$ cat config.mk
export PLATFORM = sky130hd
export DESIGN_NAME = hpcs_ctrl
export DESIGN_NICKNAME = d
export VERILOG_FILES = /design/src/sv/histogram_percentile_contrast_stretch_defines.svh /design/src/sv/hpcs_pkg.sv /design/src/sv/hpcs_ctrl.sv
export SDC_FILE = /design/constraint.sdc
export NUM_CORES = 1
export LEC_CHECK = 0
export ABC_AREA = 0
export BUFFER_PORTS_ARGS = -buffer_cell sky130_fd_sc_hd__buf_2
export CAP_MARGIN = 20
export CORE_MARGIN = 1
export CORE_UTILIZATION = 45
export CTS_BUF_LIST = sky130_fd_sc_hd__clkbuf_16
export CTS_CLUSTER_DIAMETER = 100
export DETAILED_ROUTE_END_ITERATION = 12
export GPL_TIMING_DRIVEN = 0
export PLACE_DENSITY = 0.69
export SKIP_LAST_GASP = 1
export SYNTH_ARGS = -nofsm -noshare
export SYNTH_HDL_FRONTEND = slang
export SYNTH_SLANG_ARGS = --single-unit
$ cat constraint.sdc
create_clock -name clk -period 2.35 [get_ports clk]
set_input_delay 0 -clock clk [delete_from_list [all_inputs] [get_ports clk]]
set_output_delay 0 -clock clk [all_outputs]
set_load 0.005 [all_outputs]
$ cat src/sv/histogram_percentile_contrast_stretch_defines.svh
// assertion macros for the contrast stretch block
`ifndef HISTOGRAM_PERCENTILE_CONTRAST_STRETCH_DEFINES_SVH
`define HISTOGRAM_PERCENTILE_CONTRAST_STRETCH_DEFINES_SVH
`ifndef NO_ASSERTIONS
`define HPCS_ASSERT(label, clk, rst_n, prop, msg) \
    label: assert property (@(posedge clk) disable iff (!rst_n) prop) else $error(msg);
`define HPCS_ASSERT_NEXT(label, clk, rst_n, pre, post, msg) \
    label: assert property (@(posedge clk) disable iff (!rst_n) pre |=> post) else $error(msg);
`else
`define HPCS_ASSERT(label, clk, rst_n, prop, msg)
`define HPCS_ASSERT_NEXT(label, clk, rst_n, pre, post, msg)
`endif
`endif

$ cat src/sv/hpcs_pkg.sv
`default_nettype none

package hpcs_pkg;

    localparam int PIXEL_BITS = 16;
    localparam int FRAC_BITS  = 17;
    localparam int Q_BITS     = 16;

    localparam logic [Q_BITS-1:0]    ONE_Q16     = 16'hFFFF;
    localparam logic [FRAC_BITS-1:0] FULL_WINDOW = 17'h10000;

    localparam logic REG_LOWER = 1'b0;
    localparam logic REG_UPPER = 1'b1;

    localparam logic ACT_LOAD  = 1'b0;
    localparam logic ACT_FETCH = 1'b1;

    typedef struct packed {
        logic load;
        logic clr;
        logic hist_rd;
        logic hmul;
        logic div_start;
        logic hbin;
        logic hbwr;
        logic srch_rd;
        logic srch_acc;
        logic fetch_rd;
        logic fcalc;
        logic fnorm;
        logic fdone;
    } cmd_t;

    typedef struct packed {
        logic last_bin;
        logic last_pix;
        logic div_done;
        logic out_free;
        logic last_fetch;
    } stat_t;

endpackage

`default_nettype wire

$ cat src/sv/hpcs_ctrl.sv
`default_nettype none

module hpcs_ctrl (
    input  wire logic            clk,
    input  wire logic            rst_n,
    input  wire logic            in_valid,
    output logic                 in_ready,
    input  wire logic            action,
    input  wire logic            last_pixel,
    input  wire hpcs_pkg::stat_t stat,
    output hpcs_pkg::cmd_t       cmd
);

    typedef enum logic [15:0] {
        S_LOAD  = 16'h0001,
        S_CLR   = 16'h0002,
        S_HRD   = 16'h0004,
        S_HMUL  = 16'h0008,
        S_HST   = 16'h0010,
        S_HDIV  = 16'h0020,
        S_HBIN  = 16'h0040,
        S_HBWR  = 16'h0080,
        S_SRD   = 16'h0100,
        S_SACC  = 16'h0200,
        S_OUT   = 16'h0400,
        S_FRD   = 16'h0800,
        S_FCALC = 16'h1000,
        S_FNORM = 16'h2000,
        S_FST   = 16'h4000,
        S_FDIV  = 16'h8000
    } state_t;

    state_t state_reg, state_next;
    logic   fdone_wait_reg, fdone_wait_next;

    always_ff @(posedge clk or negedge rst_n)
    begin
        if (!rst_n)
        begin
            state_reg      <= S_LOAD;
            fdone_wait_reg <= 1'b0;
        end
        else
        begin
            state_reg      <= state_next;
            fdone_wait_reg <= fdone_wait_next;
        end
    end

    always_comb
    begin
        state_next      = state_reg;
        fdone_wait_next = fdone_wait_reg;
        cmd             = '0;
        in_ready        = 1'b0;
        case (state_reg)
            S_LOAD:
            begin
                in_ready = 1'b1;
                if (in_valid && (action == hpcs_pkg::ACT_LOAD))
                begin
                    cmd.load = 1'b1;
                    if (last_pixel)
                    begin
                        state_next = S_CLR;
                    end
                end
            end
            S_CLR:
            begin
                cmd.clr = 1'b1;
                if (stat.last_bin)
                begin
                    state_next = S_HRD;
                end
            end
            S_HRD:
            begin
                cmd.hist_rd = 1'b1;
                state_next  = S_HMUL;
            end
            S_HMUL:
            begin
                cmd.hmul   = 1'b1;
                state_next = S_HST;
            end
            S_HST:
            begin
                cmd.div_start = 1'b1;
                state_next    = S_HDIV;
            end
            S_HDIV:
            begin
                if (stat.div_done)
                begin
                    state_next = S_HBIN;
                end
            end
            S_HBIN:
            begin
                cmd.hbin   = 1'b1;
                state_next = S_HBWR;
            end
            S_HBWR:
            begin
                cmd.hbwr   = 1'b1;
                state_next = stat.last_pix ? S_SRD : S_HRD;
            end
            S_SRD:
            begin
                cmd.srch_rd = 1'b1;
                state_next  = S_SACC;
            end
            S_SACC:
            begin
                cmd.srch_acc = 1'b1;
                state_next   = stat.last_bin ? S_OUT : S_SRD;
            end
            S_OUT:
            begin
                in_ready = 1'b1;
                if (in_valid && (action == hpcs_pkg::ACT_FETCH))
                begin
                    state_next = S_FRD;
                end
            end
            S_FRD:
            begin
                cmd.fetch_rd = 1'b1;
                state_next   = S_FCALC;
            end
            S_FCALC:
            begin
                cmd.fcalc  = 1'b1;
                state_next = S_FNORM;
            end
            S_FNORM:
            begin
                cmd.fnorm  = 1'b1;
                state_next = S_FST;
            end
            S_FST:
            begin
                cmd.div_start = 1'b1;
                state_next    = S_FDIV;
            end
            S_FDIV:
            begin
                // hold the quotient until the output register frees up
                if (stat.div_done || fdone_wait_reg)
                begin
                    if (stat.out_free)
                    begin
                        cmd.fdone       = 1'b1;
                        fdone_wait_next = 1'b0;
                        state_next      = stat.last_fetch ? S_LOAD : S_OUT;
                    end
                    else
                    begin
                        fdone_wait_next = 1'b1;
                    end
                end
            end
            default:
            begin
                state_next = S_LOAD;
            end
        endcase
    end

endmodule

`default_nettype wire

==> impl_metrics.json <==
{
  "status": "finished clean",
  "dr_total_vias": 1105,
  "grt-ovfl-total": 0,
  "syn_to_final_growth_pct": 22.4,
  "cts_inserted_buffers": 3,
  "synthSimpleGateAreaFrac_pct": 41.6,
  "worstPathArrival_ns": 2.16,
  "critical_path_class": "flop to primary output",
  "muxShareOfSynthArea_pct": 0,
  "synth_fp_nets": 132,
  "die_y_um": 54.0,
  "wirelength_um": 2870,
  "ys.flop_type": "dfrtp_1",
  "final.min_clock_period_ns": 2.16,
  "rsz0062_at_grt": "false",
  "final_nets": 164,
  "required_ns": 2.35,
  "synthDistinctLibCells": 47,
  "io-pin-count": 24,
  "critPathCaptureType": "primary output",
  "wl_per_cell_um": 15.7,
  "worst_slew_pin_slew_ns": 0.542,
  "syn_avg_cell_area_um2": 9.97,
  "ir_worst_vdd_uv": 817,
  "fmax_ghz": 0.463,
  "yosys.area_share.adder_pct": 0,
  "drt_pass1_iterations": 4,
  "hpwl_um": 2120,
  "initial_core_util_pct": 48.2,
  "skew_ns": 0.00328,
  "clock_path_buffers": 2,
  "antenna_left": 0,
  "synth_top_family_by_area": "simple AND/OR/NAND/NOR gates",
  "synth-warning-count": 0,
  "post_cts_buffers": 0,
  "ys_async_sr_fraction_pct": 100,
  "finalSetupViolations": 0,
  "synthesis.area_um2": 1220,
  "reg2reg_slack_ns": 0.26,
  "max_cap_violations": 0,
  "die_area_um2": 2910,
  "hp-class": "input port to flop",
  "worstPathMaxFanout": 9,
  "grt_max_degree": 18,
  "synth_seq_cells": 17,
  "synth-edff-count": 0,
  "slew_violations": 0,
  "drive_above_1_share_pct": 34.6,
  "synth.yosys.seq_area_share_pct": 35.1,
  "fin_crit_sh_pct": 91.9,
  "grt.total_usage_pct": 22.1,
  "p_per_area_nw_per_um2": 810,
  "synth_compound_area_share_pct": 15.1,
  "antenna_found_initial": 0,
  "slew_headroom_pct": 63.3,
  "largest_reg_flops": 16,
  "instances_no_fill": 183,
  "portBuffers": 23,
  "timing.hold.ws_ns": 0.0649,
  "clk_pin_slew_ns": 0.05,
  "synthCells": 122,
  "htree_levels": 1,
  "clock_latency_ns": 0.25,
  "row_count": 18,
  "synth_xor_xnor_area_share_pct": 3.60,
  "drtIter0Drc": 18,
  "vias_per_cell": 6.04,
  "core_um2": 2520,
  "clockRootBuffer": "clkbuf_16",
  "grt_pass1_vias": 985,
  "power.leakage_nw": 0.716,
  "drc": 0,
  "grt_pass1_wl_um": 4490,
  "dpl.cell_count": 175,
  "cp-start-kind": "flop",
  "tns_ns": 0,
  "power.total_mw": 1.21,
  "diodes": 0,
  "clock-sinks": 17,
  "fp.dieW_um": 54.0,
  "hold_viol": 0,
  "place_congestion": 0.861,
  "cts_tree": "yes"
}
-- critical path, stage by stage (launching register included) --
cell and delay, ns:
dfrtp_1 0.49, nor4_4 0.56, nand3_1 0.32, o41ai_1 0.37, buf_2 0.17
-- logic make-up (layout without fill, tap and decap cells) --
family | after synthesis | in the layout
compound gates | 22 | 22
buf+inv | 8 | 39
xor+xnor | 5 | 5
flops | 17 | 17
simple gates | 70 | 70
-- synth_stat cells (3+ instances only) --
library cell	n	area, um2
a21oi_1	4	20.0
and3_1	4	25.0
and3_2	3	22.5
buf_2	3	15.0
buf_6	3	33.8
dfrtp_1	16	400
nand2_1	6	22.5
nand2b_1	3	18.8
nand3_1	3	15.0
nand3b_1	3	22.5
nand4_1	5	31.3
nor2_1	12	45.0
nor3_1	3	15.0
nor3b_1	4	30.0
nor4_1	3	18.8
nor4_4	4	85.1
nor4b_1	5	43.8
xor2_1	3	26.3
-- placed cells by master, fill, tap and decap left out, types with 4 or more instances in the layout --
cell,count
a21oi_1,4
and3_1,4
buf_2,26
dfrtp_1,16
dlygate4sd3_1,4
nand2_1,6
nand4_1,5
nor2_1,12
nor3b_1,4
nor4_4,4
nor4b_1,5
-- metal layers --
layer	vias up	track usage (%)	wire, um
met5	-	0	0
met4	0	8.55	50
met3	6	5.08	99
met2	26	36.8	1360
met1	535	27.4	1360
li1	538	-	-
-- area by class of cell --
| class | instances | area [um2] |
|---|---|---|
| fillers | 225 | 1030 |
| multi-input cells | 97 | 733 |
| flip-flops and latches | 17 | 427 |
| repair buffers | 27 | 155 |
| clock buffers | 3 | 75.1 |
| plain buffers | 6 | 48.8 |
| well taps | 30 | 37.5 |
| inverters | 2 | 7.51 |
| clock inverters | 1 | 5.00 |
-- worst paths after layout --
path,start,cells past startpoint,endpoint
setup / recovery,state_reg[1]$_DFFE_PN0P_,4,cmd[8]
hold / removal,stat[0],3,state_reg[10]$_DFFE_PN0P_
setup reg to reg,state_reg[9]$_DFFE_PN0P_,6,state_reg[6]$_DFFE_PN0P_
hold reg to reg,fdone_wait_reg$_DFFE_PN0P_,2,fdone_wait_reg$_DFFE_PN0P_
max in group asynchronous,rst_n,2,state_reg[0]$_DFFE_PN1P_
min in group asynchronous,rst_n,2,state_reg[5]$_DFFE_PN0P_
-- metrics by stage --
step	instance area, um2	util, %	setup slack, ns
floorplan	1220	-	0.624
global placement	1370	54.3	0.355
detailed placement	1370	54.3	0.329
CTS	1490	59.0	0.188
global route	1490	59.0	0.0726
finish	1490	59.0	0.191
-- what timing repair did --
item | in CTS | in global routing
hold endpoints to repair | 20 | 0
endpoints found under the setup margin | 0 | 0
hold buffers | 4 | 0
resized for setup | 0 | 0
-- power by group --
part / internal [mW] / switching, mW / leakage [nW]
Clock: 0.227 / 0.109 / 0.0409
Sequential: 0.325 / 0.0286 / 0.233
Combinational: 0.223 / 0.293 / 0.442
(Power assumes the default switching activity.)
